### config.mk
export PLATFORM = sky130hd
export DESIGN_NAME = vector_unpack_mask_mode_writer_unit_flat
export DESIGN_NICKNAME = d
export VERILOG_FILES = /design/src/rtl/vumw_pkg.sv /design/src/rtl/vumw_if.sv /design/src/rtl/vector_unpack_mask_mode_writer_unit.sv /design/src/rtl/vumw_lane.sv /design/src/rtl/vumw_addr_seq.sv /design/src/rtl/vumw_out_buf.sv /design/src/flat_wrapper.sv
export SDC_FILE = /design/constraint.sdc
export NUM_CORES = 2
export LEC_CHECK = 0
export BUFFER_PORTS_ARGS = -buffer_cell sky130_fd_sc_hd__buf_2
export CAP_MARGIN = 20
export CORE_MARGIN = 2
export CORE_UTILIZATION = 30
export DETAILED_ROUTE_END_ITERATION = 8
export GPL_TIMING_DRIVEN = 0
export HOLD_SLACK_MARGIN = 0.15
export PLACE_DENSITY_LB_ADDON = 0.3
export SLEW_MARGIN = 10
export SYNTH_ARGS = -nofsm -noshare
export SYNTH_HDL_FRONTEND = slang
export SYNTH_SLANG_ARGS = --single-unit
export TNS_END_PERCENT = 50
### constraint.sdc
create_clock -name clk -period 13.9 [get_ports clk]
set_clock_uncertainty 0.1 [all_clocks]
set_input_delay 1.39 -clock clk [delete_from_list [all_inputs] [get_ports clk]]
set_output_delay 1.39 -clock clk [all_outputs]
set_load 0.01 [all_outputs]
### src/rtl/vumw_pkg.sv
// shared types and constants of the vector unpack mask/mode writer
`default_nettype none

package vumw_pkg;

    typedef enum logic [1:0] {
        CMD_WRITE   = 2'd0,
        CMD_SET_ROW = 2'd1,
        CMD_SET_COL = 2'd2,
        CMD_START   = 2'd3
    } cmd_t;

    typedef enum logic [1:0] {
        CODE_DATA    = 2'd0,
        CODE_ROW     = 2'd1,
        CODE_COLUMN  = 2'd2,
        CODE_PROTECT = 2'd3
    } chan_code_t;

    typedef enum logic [1:0] {
        MODE_NONE   = 2'd0,
        MODE_OFFSET = 2'd1,
        MODE_ACCUM  = 2'd2,
        MODE_COPY   = 2'd3
    } add_mode_t;

    typedef enum logic [2:0] {
        REG_WRITE_MASK  = 3'd0,
        REG_MASK_ENABLE = 3'd1,
        REG_ADD_MODE    = 3'd2,
        REG_CYCLE_CL    = 3'd3,
        REG_CYCLE_WL    = 3'd4
    } reg_index_t;

    localparam int LANES       = 4;
    localparam int WORD_W      = 32;
    localparam int QADDR_W     = 10;
    localparam int CNT_W       = 9;
    localparam int REG_INDEX_W = 3;

    typedef struct packed {
        chan_code_t code;
        add_mode_t  mode;
    } lane_ctrl_t;

    typedef struct packed {
        logic step;
        logic start;
    } seq_ctrl_t;

    typedef struct packed {
        logic [QADDR_W-1:0]              write_address;
        logic [LANES-1:0][WORD_W-1:0]    value;
        logic [LANES-1:0]                channel_enable;
        logic [LANES-1:0][WORD_W-1:0]    row_now;
    } result_t;

endpackage

`default_nettype wire

### src/rtl/vumw_if.sv
// handshake channels for unpacked vectors and quadword writes
`default_nettype none

interface vumw_vec_if;
    logic        valid;
    logic        ready;
    logic [1:0]  command;
    logic [9:0]  start_address;
    logic [31:0] chan_x;
    logic [31:0] chan_y;
    logic [31:0] chan_z;
    logic [31:0] chan_w;

    modport source (
        output valid, command, start_address, chan_x, chan_y, chan_z, chan_w,
        input  ready
    );
    modport sink (
        input  valid, command, start_address, chan_x, chan_y, chan_z, chan_w,
        output ready
    );
endinterface

interface vumw_qw_if;
    logic        valid;
    logic        ready;
    logic [9:0]  write_address;
    logic [31:0] out_x;
    logic [31:0] out_y;
    logic [31:0] out_z;
    logic [31:0] out_w;
    logic [3:0]  channel_enable;
    logic [31:0] row_x_now;
    logic [31:0] row_y_now;
    logic [31:0] row_z_now;
    logic [31:0] row_w_now;

    modport source (
        output valid, write_address, out_x, out_y, out_z, out_w, channel_enable,
               row_x_now, row_y_now, row_z_now, row_w_now,
        input  ready
    );
    modport sink (
        input  valid, write_address, out_x, out_y, out_z, out_w, channel_enable,
               row_x_now, row_y_now, row_z_now, row_w_now,
        output ready
    );
endinterface

`default_nettype wire

### src/rtl/vector_unpack_mask_mode_writer_unit.sv
// top level of the vector unpack mask/mode writer
//
// vec carries one unpacked four-channel vector word per handshake with a
// command: write vector, set row words, set column words, or start a block
// at a quadword address. Only write commands produce a word on qw: the
// quadword address, the four channel values, per-channel enables and the
// row words as left by that write.
// Configuration goes through wr_en / reg_index / wr_data; the user must write
// it only while the block is idle, which the block itself does not enforce.
// Writes to unknown indexes are ignored. Throughput: one vector word per cycle
// while the two-entry result buffer is not full; the lane datapath and address
// sequencer feed that buffer, which registers each result word for qw.
// When qw stalls, up to two results are held; vec.ready drops only when
// both are occupied and returns in the cycle after qw takes a word.
// Reset: row and column words, address and cycle count clear to zero,
// mask 0, masking off, add mode none, cl 1, wl 1; the buffer empties.
`default_nettype none

module vector_unpack_mask_mode_writer_unit #(
    parameter int MEM_QWORDS = 1024
) (
    input  wire logic                              clk,
    input  wire logic                              rst_n,
    vumw_vec_if.sink                               vec,
    vumw_qw_if.source                              qw,
    input  wire logic                              wr_en,
    input  wire logic [vumw_pkg::REG_INDEX_W-1:0]  reg_index,
    input  wire logic [vumw_pkg::WORD_W-1:0]       wr_data
);

    localparam int L = vumw_pkg::LANES;
    localparam int W = vumw_pkg::WORD_W;

    logic [W-1:0]        write_mask_reg;
    logic                mask_enable_reg;
    vumw_pkg::add_mode_t add_mode_reg;
    logic [7:0]          cycle_cl_reg;
    logic [7:0]          cycle_wl_reg;
    logic [W-1:0]        column_reg [L];

    logic                accept;
    logic                step;
    logic                set_row;
    logic                set_col;
    vumw_pkg::seq_ctrl_t seq_ctrl;
    logic [W-1:0]        ch [L];
    logic [vumw_pkg::QADDR_W-1:0] cur_address;
    logic [1:0]          row_sel;
    logic [7:0]          mask_byte;
    logic [W-1:0]        column_word;
    logic [W-1:0]        lane_value [L];
    logic                lane_on [L];
    logic [W-1:0]        lane_row [L];
    vumw_pkg::result_t   res;
    vumw_pkg::result_t   res_out;
    logic                buf_full;

    assign accept  = vec.valid && vec.ready;
    assign step    = accept && (vumw_pkg::cmd_t'(vec.command) == vumw_pkg::CMD_WRITE);
    assign set_row = accept && (vumw_pkg::cmd_t'(vec.command) == vumw_pkg::CMD_SET_ROW);
    assign set_col = accept && (vumw_pkg::cmd_t'(vec.command) == vumw_pkg::CMD_SET_COL);
    assign seq_ctrl.step  = step;
    assign seq_ctrl.start = accept && (vumw_pkg::cmd_t'(vec.command) == vumw_pkg::CMD_START);
    assign vec.ready = !buf_full;

    assign ch[0] = vec.chan_x;
    assign ch[1] = vec.chan_y;
    assign ch[2] = vec.chan_z;
    assign ch[3] = vec.chan_w;

    // configuration registers
    always_ff @(posedge clk or negedge rst_n)
    begin
        if (!rst_n)
        begin
            write_mask_reg  <= '0;
            mask_enable_reg <= 1'b0;
            add_mode_reg    <= vumw_pkg::MODE_NONE;
            cycle_cl_reg    <= 8'd1;
            cycle_wl_reg    <= 8'd1;
        end
        else if (wr_en)
        begin
            unique case (vumw_pkg::reg_index_t'(reg_index))
                vumw_pkg::REG_WRITE_MASK:  write_mask_reg  <= wr_data;
                vumw_pkg::REG_MASK_ENABLE: mask_enable_reg <= wr_data[0];
                vumw_pkg::REG_ADD_MODE:    add_mode_reg    <= vumw_pkg::add_mode_t'(wr_data[1:0]);
                vumw_pkg::REG_CYCLE_CL:    cycle_cl_reg    <= wr_data[7:0];
                vumw_pkg::REG_CYCLE_WL:    cycle_wl_reg    <= wr_data[7:0];
                default: ;
            endcase
        end
    end

    always_ff @(posedge clk or negedge rst_n)
    begin
        if (!rst_n)
        begin
            for (int i = 0; i < L; i++)
            begin
                column_reg[i] <= '0;
            end
        end
        else if (set_col)
        begin
            for (int i = 0; i < L; i++)
            begin
                column_reg[i] <= ch[i];
            end
        end
    end

    vumw_addr_seq #(
        .MEM_QWORDS (MEM_QWORDS)
    ) u_addr_seq (
        .clk           (clk),
        .rst_n         (rst_n),
        .ctrl          (seq_ctrl),
        .start_address (vec.start_address),
        .cycle_cl      (cycle_cl_reg),
        .cycle_wl      (cycle_wl_reg),
        .cur_address   (cur_address),
        .row_sel       (row_sel)
    );

    assign mask_byte   = write_mask_reg[row_sel*8 +: 8];
    assign column_word = column_reg[row_sel];

    for (genvar i = 0; i < L; i++)
    begin : g_lane
        vumw_pkg::lane_ctrl_t lane_ctrl;

        assign lane_ctrl.code = mask_enable_reg
                              ? vumw_pkg::chan_code_t'(mask_byte[2*i +: 2])
                              : vumw_pkg::CODE_DATA;
        assign lane_ctrl.mode = add_mode_reg;

        vumw_lane u_lane (
            .clk     (clk),
            .rst_n   (rst_n),
            .ctrl    (lane_ctrl),
            .step    (step),
            .set_row (set_row),
            .data    (ch[i]),
            .column  (column_word),
            .value   (lane_value[i]),
            .on      (lane_on[i]),
            .row_now (lane_row[i])
        );

        // merge: enable bit 3 is channel x
        assign res.value[i]              = lane_value[i];
        assign res.channel_enable[L-1-i] = lane_on[i];
        assign res.row_now[i]            = lane_row[i];
    end

    assign res.write_address = cur_address;

    vumw_out_buf u_out_buf (
        .clk   (clk),
        .rst_n (rst_n),
        .push  (step),
        .din   (res),
        .full  (buf_full),
        .valid (qw.valid),
        .ready (qw.ready),
        .dout  (res_out)
    );

    assign qw.write_address  = res_out.write_address;
    assign qw.out_x          = res_out.value[0];
    assign qw.out_y          = res_out.value[1];
    assign qw.out_z          = res_out.value[2];
    assign qw.out_w          = res_out.value[3];
    assign qw.channel_enable = res_out.channel_enable;
    assign qw.row_x_now      = res_out.row_now[0];
    assign qw.row_y_now      = res_out.row_now[1];
    assign qw.row_z_now      = res_out.row_now[2];
    assign qw.row_w_now      = res_out.row_now[3];

endmodule

`default_nettype wire

### src/rtl/vumw_lane.sv
// one channel lane: code select, add mode and the channel's row word
`default_nettype none

module vumw_lane (
    input  wire logic                          clk,
    input  wire logic                          rst_n,
    input  wire vumw_pkg::lane_ctrl_t          ctrl,
    input  wire logic                          step,
    input  wire logic                          set_row,
    input  wire logic [vumw_pkg::WORD_W-1:0]   data,
    input  wire logic [vumw_pkg::WORD_W-1:0]   column,
    output logic      [vumw_pkg::WORD_W-1:0]   value,
    output logic                               on,
    output logic      [vumw_pkg::WORD_W-1:0]   row_now
);

    logic [vumw_pkg::WORD_W-1:0] row_reg;
    logic [vumw_pkg::WORD_W-1:0] row_next;
    logic [vumw_pkg::WORD_W-1:0] sum;

    assign sum = data + row_reg;

    always_comb
    begin
        value   = '0;
        on      = 1'b1;
        row_now = row_reg;
        case (ctrl.code)
            vumw_pkg::CODE_ROW:     value = row_reg;
            vumw_pkg::CODE_COLUMN:  value = column;
            vumw_pkg::CODE_PROTECT: on = 1'b0;
            default:
            begin
                case (ctrl.mode)
                    vumw_pkg::MODE_COPY:
                    begin
                        value   = data;
                        row_now = data;
                    end
                    vumw_pkg::MODE_OFFSET: value = sum;
                    vumw_pkg::MODE_ACCUM:
                    begin
                        value   = sum;
                        row_now = sum;
                    end
                    default: value = data;
                endcase
            end
        endcase
    end

    always_comb
    begin
        row_next = row_reg;
        if (set_row)
        begin
            row_next = data;
        end
        else if (step)
        begin
            row_next = row_now;
        end
    end

    always_ff @(posedge clk or negedge rst_n)
    begin
        if (!rst_n)
        begin
            row_reg <= '0;
        end
        else
        begin
            row_reg <= row_next;
        end
    end

endmodule

`default_nettype wire

### src/rtl/vumw_addr_seq.sv
// quadword address and cycle counter with skip and fill handling
`default_nettype none

module vumw_addr_seq #(
    parameter int MEM_QWORDS = 1024
) (
    input  wire logic                          clk,
    input  wire logic                          rst_n,
    input  wire vumw_pkg::seq_ctrl_t           ctrl,
    input  wire logic [vumw_pkg::QADDR_W-1:0]  start_address,
    input  wire logic [7:0]                    cycle_cl,
    input  wire logic [7:0]                    cycle_wl,
    output logic      [vumw_pkg::QADDR_W-1:0]  cur_address,
    output logic      [1:0]                    row_sel
);

    localparam int AW = $clog2(MEM_QWORDS);
    localparam int TW = (AW + 1 > vumw_pkg::QADDR_W) ? AW + 1 : vumw_pkg::QADDR_W;
    localparam logic [TW-1:0] MEM_T = TW'(MEM_QWORDS);
    localparam int CW = vumw_pkg::CNT_W;

    logic [AW-1:0] addr_reg;
    logic [AW-1:0] addr_next;
    logic [CW-1:0] cnt_reg;
    logic [CW-1:0] cnt_next;

    logic [CW-1:0] wl_full;
    logic          fill;
    logic [CW-1:0] cyc;
    logic [CW-1:0] blk;
    logic          skip;
    logic [TW-1:0] skip_sum;
    logic [TW-1:0] addr0;
    logic [TW-1:0] inc_sum;
    logic [TW-1:0] inc_addr;
    logic [TW-1:0] start_mod;
    logic [CW-1:0] cnt0;
    logic [CW:0]   cnt1;

    always_comb
    begin
        wl_full = (cycle_wl == 8'd0) ? CW'(256) : CW'(cycle_wl);
        fill    = CW'(cycle_cl) < wl_full;
        cyc     = fill ? CW'(cycle_cl) : wl_full;
        blk     = fill ? wl_full : CW'(cycle_cl);
        skip    = !fill && (cnt_reg >= cyc);

        skip_sum = TW'(addr_reg) + TW'(blk - cyc);
        if (skip_sum >= MEM_T)
        begin
            skip_sum = skip_sum - MEM_T;
        end
        addr0 = skip ? skip_sum : TW'(addr_reg);

        inc_sum  = addr0 + TW'(1);
        inc_addr = (inc_sum >= MEM_T) ? inc_sum - MEM_T : inc_sum;

        cnt0 = skip ? '0 : cnt_reg;
        cnt1 = {1'b0, cnt0} + (CW+1)'(1);

        start_mod = TW'(start_address);
        for (int k = 0; k < 4; k++)
        begin
            if (start_mod >= MEM_T)
            begin
                start_mod = start_mod - MEM_T;
            end
        end

        addr_next = addr_reg;
        cnt_next  = cnt_reg;
        if (ctrl.start)
        begin
            addr_next = AW'(start_mod);
            cnt_next  = '0;
        end
        else if (ctrl.step)
        begin
            addr_next = AW'(inc_addr);
            cnt_next  = (cnt1 >= {1'b0, blk}) ? '0 : cnt1[CW-1:0];
        end
    end

    assign cur_address = addr0[vumw_pkg::QADDR_W-1:0];
    assign row_sel     = (cnt0 >= CW'(3)) ? 2'd3 : cnt0[1:0];

    always_ff @(posedge clk or negedge rst_n)
    begin
        if (!rst_n)
        begin
            addr_reg <= '0;
            cnt_reg  <= '0;
        end
        else
        begin
            addr_reg <= addr_next;
            cnt_reg  <= cnt_next;
        end
    end

    a_addr_in_range: assert property (@(posedge clk) disable iff (!rst_n)
        TW'(addr_reg) < MEM_T)
        else $error("address register out of memory range");

    a_start_clears_count: assert property (@(posedge clk) disable iff (!rst_n)
        ctrl.start |=> cnt_reg == '0)
        else $error("start did not clear cycle count");

    a_count_bounded_after_write: assert property (@(posedge clk) disable iff (!rst_n)
        (ctrl.step && !ctrl.start) |=> cnt_reg < CW'(256))
        else $error("cycle count passed block bound");

endmodule

`default_nettype wire

### src/rtl/vumw_out_buf.sv
// two-entry result buffer between the lanes and the write channel
`default_nettype none

module vumw_out_buf (
    input  wire logic                clk,
    input  wire logic                rst_n,
    input  wire logic                push,
    input  wire vumw_pkg::result_t   din,
    output logic                     full,
    output logic                     valid,
    input  wire logic                ready,
    output vumw_pkg::result_t        dout
);

    vumw_pkg::result_t mem_reg [2];
    logic       wr_ptr_reg;
    logic       wr_ptr_next;
    logic       rd_ptr_reg;
    logic       rd_ptr_next;
    logic [1:0] count_reg;
    logic [1:0] count_next;
    logic       pop;

    assign full  = count_reg == 2'd2;
    assign valid = count_reg != 2'd0;
    assign pop   = valid && ready;
    assign dout  = mem_reg[rd_ptr_reg];

    always_comb
    begin
        wr_ptr_next = push ? !wr_ptr_reg : wr_ptr_reg;
        rd_ptr_next = pop ? !rd_ptr_reg : rd_ptr_reg;
        count_next  = count_reg;
        if (push && !pop)
        begin
            count_next = count_reg + 2'd1;
        end
        else if (pop && !push)
        begin
            count_next = count_reg - 2'd1;
        end
    end

    always_ff @(posedge clk)
    begin
        if (push)
        begin
            mem_reg[wr_ptr_reg] <= din;
        end
    end

    always_ff @(posedge clk or negedge rst_n)
    begin
        if (!rst_n)
        begin
            wr_ptr_reg <= 1'b0;
            rd_ptr_reg <= 1'b0;
            count_reg  <= 2'd0;
        end
        else
        begin
            wr_ptr_reg <= wr_ptr_next;
            rd_ptr_reg <= rd_ptr_next;
            count_reg  <= count_next;
        end
    end

    a_count_max: assert property (@(posedge clk) disable iff (!rst_n)
        count_reg != 2'd3)
        else $error("result buffer count overflow");

    a_no_push_when_full: assert property (@(posedge clk) disable iff (!rst_n)
        full |-> !push)
        else $error("word pushed into full result buffer");

    a_pop_drains: assert property (@(posedge clk) disable iff (!rst_n)
        (pop && !push) |=> count_reg == $past(count_reg) - 2'd1)
        else $error("result buffer count did not drop on pop");

endmodule

`default_nettype wire

### src/flat_wrapper.sv
// flat-port wrapper written by rule: the top's interface ports become plain ports
module vector_unpack_mask_mode_writer_unit_flat 
#(
    parameter int MEM_QWORDS = 1024
)
  (clk, rst_n, wr_en, reg_index, wr_data, vec_valid, vec_command, vec_start_address, vec_chan_x, vec_chan_y, vec_chan_z, vec_chan_w, vec_ready, qw_valid, qw_write_address, qw_out_x, qw_out_y, qw_out_z, qw_out_w, qw_channel_enable, qw_row_x_now, qw_row_y_now, qw_row_z_now, qw_row_w_now, qw_ready);
  vumw_vec_if vec_i ();
  vumw_qw_if qw_i ();
  input  wire logic clk;
  input  wire logic rst_n;
  input  wire logic wr_en;
  input  wire logic [vumw_pkg::REG_INDEX_W-1:0] reg_index;
  input  wire logic [vumw_pkg::WORD_W-1:0] wr_data;
  input wire logic [$bits(vec_i.valid)-1:0] vec_valid;
  input wire logic [$bits(vec_i.command)-1:0] vec_command;
  input wire logic [$bits(vec_i.start_address)-1:0] vec_start_address;
  input wire logic [$bits(vec_i.chan_x)-1:0] vec_chan_x;
  input wire logic [$bits(vec_i.chan_y)-1:0] vec_chan_y;
  input wire logic [$bits(vec_i.chan_z)-1:0] vec_chan_z;
  input wire logic [$bits(vec_i.chan_w)-1:0] vec_chan_w;
  output wire logic [$bits(vec_i.ready)-1:0] vec_ready;
  output wire logic [$bits(qw_i.valid)-1:0] qw_valid;
  output wire logic [$bits(qw_i.write_address)-1:0] qw_write_address;
  output wire logic [$bits(qw_i.out_x)-1:0] qw_out_x;
  output wire logic [$bits(qw_i.out_y)-1:0] qw_out_y;
  output wire logic [$bits(qw_i.out_z)-1:0] qw_out_z;
  output wire logic [$bits(qw_i.out_w)-1:0] qw_out_w;
  output wire logic [$bits(qw_i.channel_enable)-1:0] qw_channel_enable;
  output wire logic [$bits(qw_i.row_x_now)-1:0] qw_row_x_now;
  output wire logic [$bits(qw_i.row_y_now)-1:0] qw_row_y_now;
  output wire logic [$bits(qw_i.row_z_now)-1:0] qw_row_z_now;
  output wire logic [$bits(qw_i.row_w_now)-1:0] qw_row_w_now;
  input wire logic [$bits(qw_i.ready)-1:0] qw_ready;
  assign vec_i.valid = vec_valid;
  assign vec_i.command = vec_command;
  assign vec_i.start_address = vec_start_address;
  assign vec_i.chan_x = vec_chan_x;
  assign vec_i.chan_y = vec_chan_y;
  assign vec_i.chan_z = vec_chan_z;
  assign vec_i.chan_w = vec_chan_w;
  assign vec_ready = vec_i.ready;
  assign qw_valid = qw_i.valid;
  assign qw_write_address = qw_i.write_address;
  assign qw_out_x = qw_i.out_x;
  assign qw_out_y = qw_i.out_y;
  assign qw_out_z = qw_i.out_z;
  assign qw_out_w = qw_i.out_w;
  assign qw_channel_enable = qw_i.channel_enable;
  assign qw_row_x_now = qw_i.row_x_now;
  assign qw_row_y_now = qw_i.row_y_now;
  assign qw_row_z_now = qw_i.row_z_now;
  assign qw_row_w_now = qw_i.row_w_now;
  assign qw_i.ready = qw_ready;
  vector_unpack_mask_mode_writer_unit #(.MEM_QWORDS(MEM_QWORDS)) u_core (.clk(clk), .rst_n(rst_n), .vec(vec_i), .qw(qw_i), .wr_en(wr_en), .reg_index(reg_index), .wr_data(wr_data));
endmodule
* Yosys cells after proc, flatten, opt, wreduce, memory -nomap -nowiden
Memories as Yosys holds them, arrays and structs flattened.
Cells that the tools add are included.
** Word-level totals
- Flip-flop bits (word level) :: 330
- RAM bits :: 540
- Bits of input ports :: 180
- Output and inout port bits :: 272
- Word-level logic and storage cells :: 147
- Memories :: 1
** Operators by class
- $add $sub $neg :: 12
- Magnitude comparators :: 7
- Equal/unequal tests :: 23
- Shift operators :: 1
- Multiplexer cells :: 52
- Bitwise logic cells :: 1
- Reduce and logical (&&, ||, !) cells :: 32
** Memory list
- u_core.u_out_buf.mem_reg :: words 2, width 270, rd ports 1, clocked after Yosys merged registers in 0, wr ports 1, RTL line vumw_out_buf.sv:15 : vumw_pkg::result_t mem_reg [2];
** Operators with widths (count)
- $mux 32 :: 18
- $pmux 32 s3 :: 4
- $pmux 32 s2 :: 4
- $add 32x32->32 :: 4
- $bmux 32 s2 :: 1
- $mux 9 :: 7
- $shiftx 32x6->8 :: 1
- $mux 10 :: 3
- $eq 2x2->1 const B :: 13
- $ge 11x11->1 const B :: 2
- $mux 11 :: 2
- $mux 2 :: 7
- $eq 2x1->1 const B :: 6
- $reduce_or 3->1 :: 4
- $add 10x11->11 :: 1
- $add 11x1->11 const B :: 1
- $sub 11x11->11 const B :: 1
- $add 9x1->10 const B :: 1
- $ge 10x9->1 :: 1
- $reduce_and 2->1 :: 5
- $sub 10x1->10 const B :: 1
- $sub 9x9->10 :: 1
- $ge 9x2->1 const B :: 1
- $ge 9x9->1 :: 1
- other kinds (16) :: 38

* Longest topological paths before layout
- Depth in word-level cells :: 16
- Depth in mapped cells :: 33
- Depth with buffers taken out :: 28

* By module
A second synthesis with hierarchy kept.
** Unflattened totals
- Cell total of the unflattened synthesis :: 4511
- Area total of the unflattened synthesis :: 51255.4 µm²
** By module, submodules not included
- vumw_out_buf :: times used 1, cells an instance 856, area each 20445.9 µm², sequential area each 16315.6 µm²
- vumw_lane (u_core.g_lane[2].u_lane ...) :: times used 2, cells an instance 730, area each 5126.2 µm², sequential area each 800.8 µm²
- vector_unpack_mask_mode_writer_unit :: times used 1, cells an instance 454, area each 7800.0 µm², sequential area each 4481.8 µm²
- vumw_lane (u_core.g_lane[0].u_lane) :: times used 1, cells an instance 681, area each 4842.1 µm², sequential area each 800.8 µm²
- vumw_lane (u_core.g_lane[1].u_lane) :: times used 1, cells an instance 657, area each 4784.6 µm², sequential area each 800.8 µm²
- vumw_addr_seq :: times used 1, cells an instance 403, area each 3130.5 µm², sequential area each 475.5 µm²

* Worst setup path after synthesis
OpenSTA, ideal clock, no wires.
- Path kind :: input-to-reg
- Start :: input port vec_valid
- End :: memory u_core.u_out_buf.mem_reg[0][0] in the netlist's numbering (enable)
- Library setup time :: 0.908 ns
- Arrival time :: 13.406 ns
- Required time :: 12.892 ns
- Path slack :: -0.513 ns
- Cell stages on the path :: 5
- Path buffers :: 1
- Cells stage by stage :: nand2_1 -> nor2_1 -> nand2_1 -> clkbuf_1 -> nor2_1
** Between the ends
- Longest elaborated chain between the ends :: 4
** Ends and longest elaborated chain
- start: declaration :: RTL line flat_wrapper.sv:14 : input wire logic [$bits(vec_i.valid)-1:0] vec_valid;
- $logic_and 1x1->1 :: RTL line vector_unpack_mask_mode_writer_unit.sv:58 : assign accept = vec.valid && vec.ready;
- $logic_and 1x1->1 :: RTL line vector_unpack_mask_mode_writer_unit.sv:59 : assign step = accept && (vumw_pkg::cmd_t'(vec.command) == vumw_pkg::CMD_WRITE);
- $mux 1 :: RTL line vumw_out_buf.sv:46 : if (push)
- $mux 1 (implied by the code) :: RTL line vumw_out_buf.sv:48 : mem_reg[wr_ptr_reg] <= din;
- end: declaration :: RTL line vumw_out_buf.sv:15
Every way passes these cells.

* Worst setup path after layout
- Start :: register u_core.cycle_wl_reg[5]
- End :: memory u_core.u_out_buf.mem_reg[0][143] in the netlist's numbering, data pin
** Between the ends
- Longest elaborated chain between the ends :: 14
- Elaborated cells on any way between the ends :: 20
- Those cells by class :: order compare: 3; eq/ne: 3; shift: 1; mux: 9; bitwise: 1; reduce/logical: 3
** Ends and longest elaborated chain
- start: declaration :: RTL line vector_unpack_mask_mode_writer_unit.sv:38 : logic [7:0] cycle_wl_reg;
- start signal: assignment :: RTL line vector_unpack_mask_mode_writer_unit.sv:89 : vumw_pkg::REG_CYCLE_WL: cycle_wl_reg <= wr_data[7:0];
- $logic_not 8->1 :: RTL line vumw_addr_seq.sv:42 : wl_full = (cycle_wl == 8'd0) ? CW'(256) : CW'(cycle_wl);
- $mux 9 (*) :: RTL line vumw_addr_seq.sv:42
- $lt 8x9->1 :: RTL line vumw_addr_seq.sv:43 : fill = CW'(cycle_cl) < wl_full;
- $mux 9 :: RTL line vumw_addr_seq.sv:44 : cyc = fill ? CW'(cycle_cl) : wl_full;
- $ge 9x9->1 :: RTL line vumw_addr_seq.sv:46 : skip = !fill && (cnt_reg >= cyc);
- $logic_and 1x1->1 (*) :: RTL line vumw_addr_seq.sv:46
- $mux 9 (*) :: RTL line vumw_addr_seq.sv:58 : cnt0 = skip ? '0 : cnt_reg;
- $ge 9x2->1 :: RTL line vumw_addr_seq.sv:85 : assign row_sel = (cnt0 >= CW'(3)) ? 2'd3 : cnt0[1:0];
- $mux 2 (*) :: RTL line vumw_addr_seq.sv:85
- branches (longest 4 deep; another with $shiftx 32x6->8)
- $pmux 32 s3 (*) :: RTL line vumw_lane.sv:28 : case (ctrl.code)
- via u_core.g_lane[0].u_lane.value, one bit :: RTL line vumw_lane.sv:12 : output logic [vumw_pkg::WORD_W-1:0] value,
Mark *: on every way through the listed nets, which the timed path passes. The select of a mux whose other input is x is not followed.

==> flow_metrics.env <==
export IMPL_cts_root_buf="clkbuf_16"
export IMPL_crit_path_end_kind="register"
export IMPL_gp_congestion=1.00
export IMPL_cp_arrival_ps=10650
export IMPL_p_clk_frac=0.171
export IMPL_grt_pass1_vias=39000
export IMPL_ioPinCount=452
export IMPL_synth_edf_count=540
export IMPL_max_cap_viol_count=0
export IMPL_routedWlPerCell_um=32.3
export IMPL_largest_reg_flops=540
export IMPL_grt_max_degree=90
export IMPL_max_freq_mhz=96.3
export IMPL_hold_path_class="reg2reg"
export IMPL_min_period_ps=10380
export IMPL_firstDrtPassIters=6
export IMPL_die_area_um2=163000
export IMPL_syn_avg_cell_area_um2=11.5
export IMPL_finalPower_mw=16.7
export IMPL_setup_violations=0
export IMPL_slew_violations=0
export IMPL_synthCells=4174
export IMPL_path_clk_slew_ps=60
export IMPL_grt_pass1_wl_um=307000
export IMPL_ys_types=93
export IMPL_clock_path_buffers=3
export IMPL_cts_buffers=102
export IMPL_worstPathMaxFanout=10
export IMPL_p_int_mw=8.55
export IMPL_rows=146
export IMPL_timing_hold_violations_final=0
export IMPL_overflow=0
export IMPL_synth_cell_area_um2=47800
export IMPL_start_util=0.302
export IMPL_swShare=0.489
export IMPL_hold_depth=1
export IMPL_netSwitchingPower_mw=8.18
export IMPL_multi_input_area_um2=22200
export IMPL_seq_area_frac_synth=0.512
export IMPL_drt_vias_per_instance=5.83
export IMPL_cp_start_kind="register"
export IMPL_hold_ws_ps=382
export IMPL_antenna_left=0
export IMPL_synth_seq_cells=870
export IMPL_slew_headroom=0.0405
export IMPL_antenna_found_initial=67
export IMPL_crit_required_ps=14170
export IMPL_critPathMaxStageDelay_ps=650
export IMPL_seq_area_um2=24500
export IMPL_htreeDepth=3
export IMPL_grtUsageTotal=0.269
export IMPL_dpl_hpwl_um=173000
export IMPL_rr_worst_depth=29
export IMPL_cts_resized=0
export IMPL_worst_pin_slew_ps=1430
export IMPL_status="completed"
export IMPL_io_buffers=450
export IMPL_vias=40800
export IMPL_yosys_warnings=0
export IMPL_wirelength_um=226000
export IMPL_route_detailed_drc=0
export IMPL_rsz0062_at_grt="no"
export IMPL_post_cts_buffers=0
export IMPL_vdd_drop_max_mv=0.165
export IMPL_cts_tree="built"
export IMPL_total_leakage_power_nw=22.4
export IMPL_syn_num_nets=4524
export IMPL_nFillCells=15700
export IMPL_drive_gt1_frac=0.253
export IMPL_cts_sinks=870
export IMPL_syn2layout_area_growth_pct=20.3
export IMPL_period_share=0.747
export IMPL_tns_ps=0
export IMPL_power_frac_seq=0.259
export IMPL_die_h_um=403
export IMPL_worst_skew_pair_late_latency_ps=790
export IMPL_crit_top_cell="clkbuf_1"
export IMPL_cts_hold_buf=0
export IMPL_crit_path_top_delay_cell="clkbuf_1"
export IMPL_fp_dieW_um=403
export IMPL_synthFlopType="edfxtp_1"
export IMPL_core_area_um2=158000
export IMPL_nets=5144
export IMPL_path_class="reg2reg"
export IMPL_ys_async_sr_fraction=0.379
export IMPL_drtIter0Drc=4831
export IMPL_p_comb_frac=0.570
export IMPL_post_route_util=0.363
export IMPL_power_density_nw_per_um2=291
==> synthesized netlist by cell type (15+ instances only) <==
library cell / count / area share
a21o_1: 83 / 0.013
a21oi_1: 215 / 0.022
a221o_1: 51 / 0.011
a22o_1: 39 / 0.0071
a22oi_1: 288 / 0.045
a31oi_1: 30 / 0.0039
a32oi_1: 16 / 0.0029
and2_1: 21 / 0.0027
and3_1: 34 / 0.0044
buf_1: 17 / 0.0013
buf_2: 30 / 0.0031
clkbuf_1: 216 / 0.017
dfrtp_1: 328 / 0.17
edfxtp_1: 540 / 0.34
ha_1: 165 / 0.043
inv_1: 62 / 0.0049
mux2_2: 445 / 0.10
mux2i_1: 90 / 0.019
nand2_1: 318 / 0.025
nand2b_1: 24 / 0.0031
nand3_1: 38 / 0.0040
nor2_1: 169 / 0.013
nor2b_1: 22 / 0.0029
nor3_1: 42 / 0.0044
o21a_1: 21 / 0.0033
o21ai_0: 298 / 0.031
o21bai_1: 27 / 0.0042
o22ai_1: 142 / 0.019
o2bb2a_1: 19 / 0.0040
o31a_1: 15 / 0.0027
xnor2_1: 96 / 0.018
xor2_1: 58 / 0.011
==> final timing paths <==
check	slack, ps	endpoint	from
min reg2reg	380	u_core.u_out_buf.count_reg[1]$_DFFE_PN0P_	u_core.u_out_buf.count_reg[1]$_DFFE_PN0P_
max in group asynchronous	11340	u_core.g_lane[1].u_lane.row_reg[12]$_DFFE_PN0P_	rst_n
max reg2reg	3520	u_core.u_out_buf.mem_reg[0][143]$_DFFE_PP_	u_core.cycle_wl_reg[5]$_DFFE_PN0P_
max	3520	u_core.u_out_buf.mem_reg[0][143]$_DFFE_PP_	u_core.cycle_wl_reg[5]$_DFFE_PN0P_
min in group asynchronous	500	u_core.write_mask_reg[12]$_DFFE_PN0P_	rst_n
min	380	u_core.u_out_buf.count_reg[1]$_DFFE_PN0P_	u_core.u_out_buf.count_reg[1]$_DFFE_PN0P_
==> power by group through the flow <==
stage | logic (mW) | clock network, mW | registers [mW]
3_5_place_dp | 9.18 | 0 | 4.35
5_1_grt | 9.92 | 3.01 | 4.37
6_report | 9.53 | 2.86 | 4.34
3_3_place_gp | 8.84 | 0 | 4.39
2_1_floorplan | 5.16 | 0 | 4.14
4_1_cts | 9.23 | 2.91 | 4.30
==> layout by cell type (no fill, tap or decap), drive strengths merged, types with 39 or more instances in the layout <==
master	n
a21oi	218
mux2i	90
buf	564
dfrtp	328
xnor2	96
a22oi	288
o21ai	312
a21o	83
inv	71
nor2	171
a22o	39
mux2	445
edfxtp	540
xor2	58
clkbuf	349
ha	165
nand2	319
o22ai	144
nor3	42
a221o	51
==> per-stage QoR <==
step	setup slack, ps	cells	cell area (um2)
after floorplan	4070	4174	47800
after global placement	-2630	6696	52700
after detailed placement	3840	6754	53800
after CTS	3810	6947	57400
after global routing	3140	6966	57500
final	3520	6990	57500
==> critical path: cells and delay by family (launching register included) <==
kind                     cells  cell delay, ps
buffers and inverters       12            4640
AO/OA/AOI/OAI               10            3000
AND/OR/NAND/NOR              4             900
adder cells (fa/ha/maj)      3             800
flip-flops                   1             460
==> cell families (layout without fill, tap and decap cells) <==
group / Yosys count / after routing / synth area share
AOI/OAI and AO/OA: 1383 / 1383 / 0.194
xor gates and xnor gates: 154 / 154 / 0.0282
adders and majority gates: 173 / 173 / 0.0459
buffers and inverters: 330 / 1039 / 0.0270
DFF: 870 / 870 / 0.512
muxes: 535 / 535 / 0.124
other: 1 / 36 / 0.0000784
and+or+nand+nor: 728 / 728 / 0.0692
==> layout make-up <==
cell class	count	share of cell area
Multi-Input combinational cell	2974	0.386
Timing Repair Buffer	516	0.0582
Antenna cell	35	0.00152
Buffer	265	0.0185
Inverter	65	0.00424
Clock inverter	61	0.0124
Sequential cell	870	0.425
Clock buffer	132	0.0492
Tap cell	2072	0.0451
==> per-layer routing <==
| metal | global-route usage | vias up | share of wire |
|---|---|---|---|
| met1 | 0.342 | 20500 | 0.40 |
| met2 | 0.399 | 2264 | 0.43 |
| met5 | 0 | - | 0.0016 |
| met4 | 0.160 | 54 | 0.066 |
| li1 | - | 17400 | - |
| met3 | 0.0860 | 562 | 0.11 |
No activity file was read; power rests on OpenSTA's default activity.
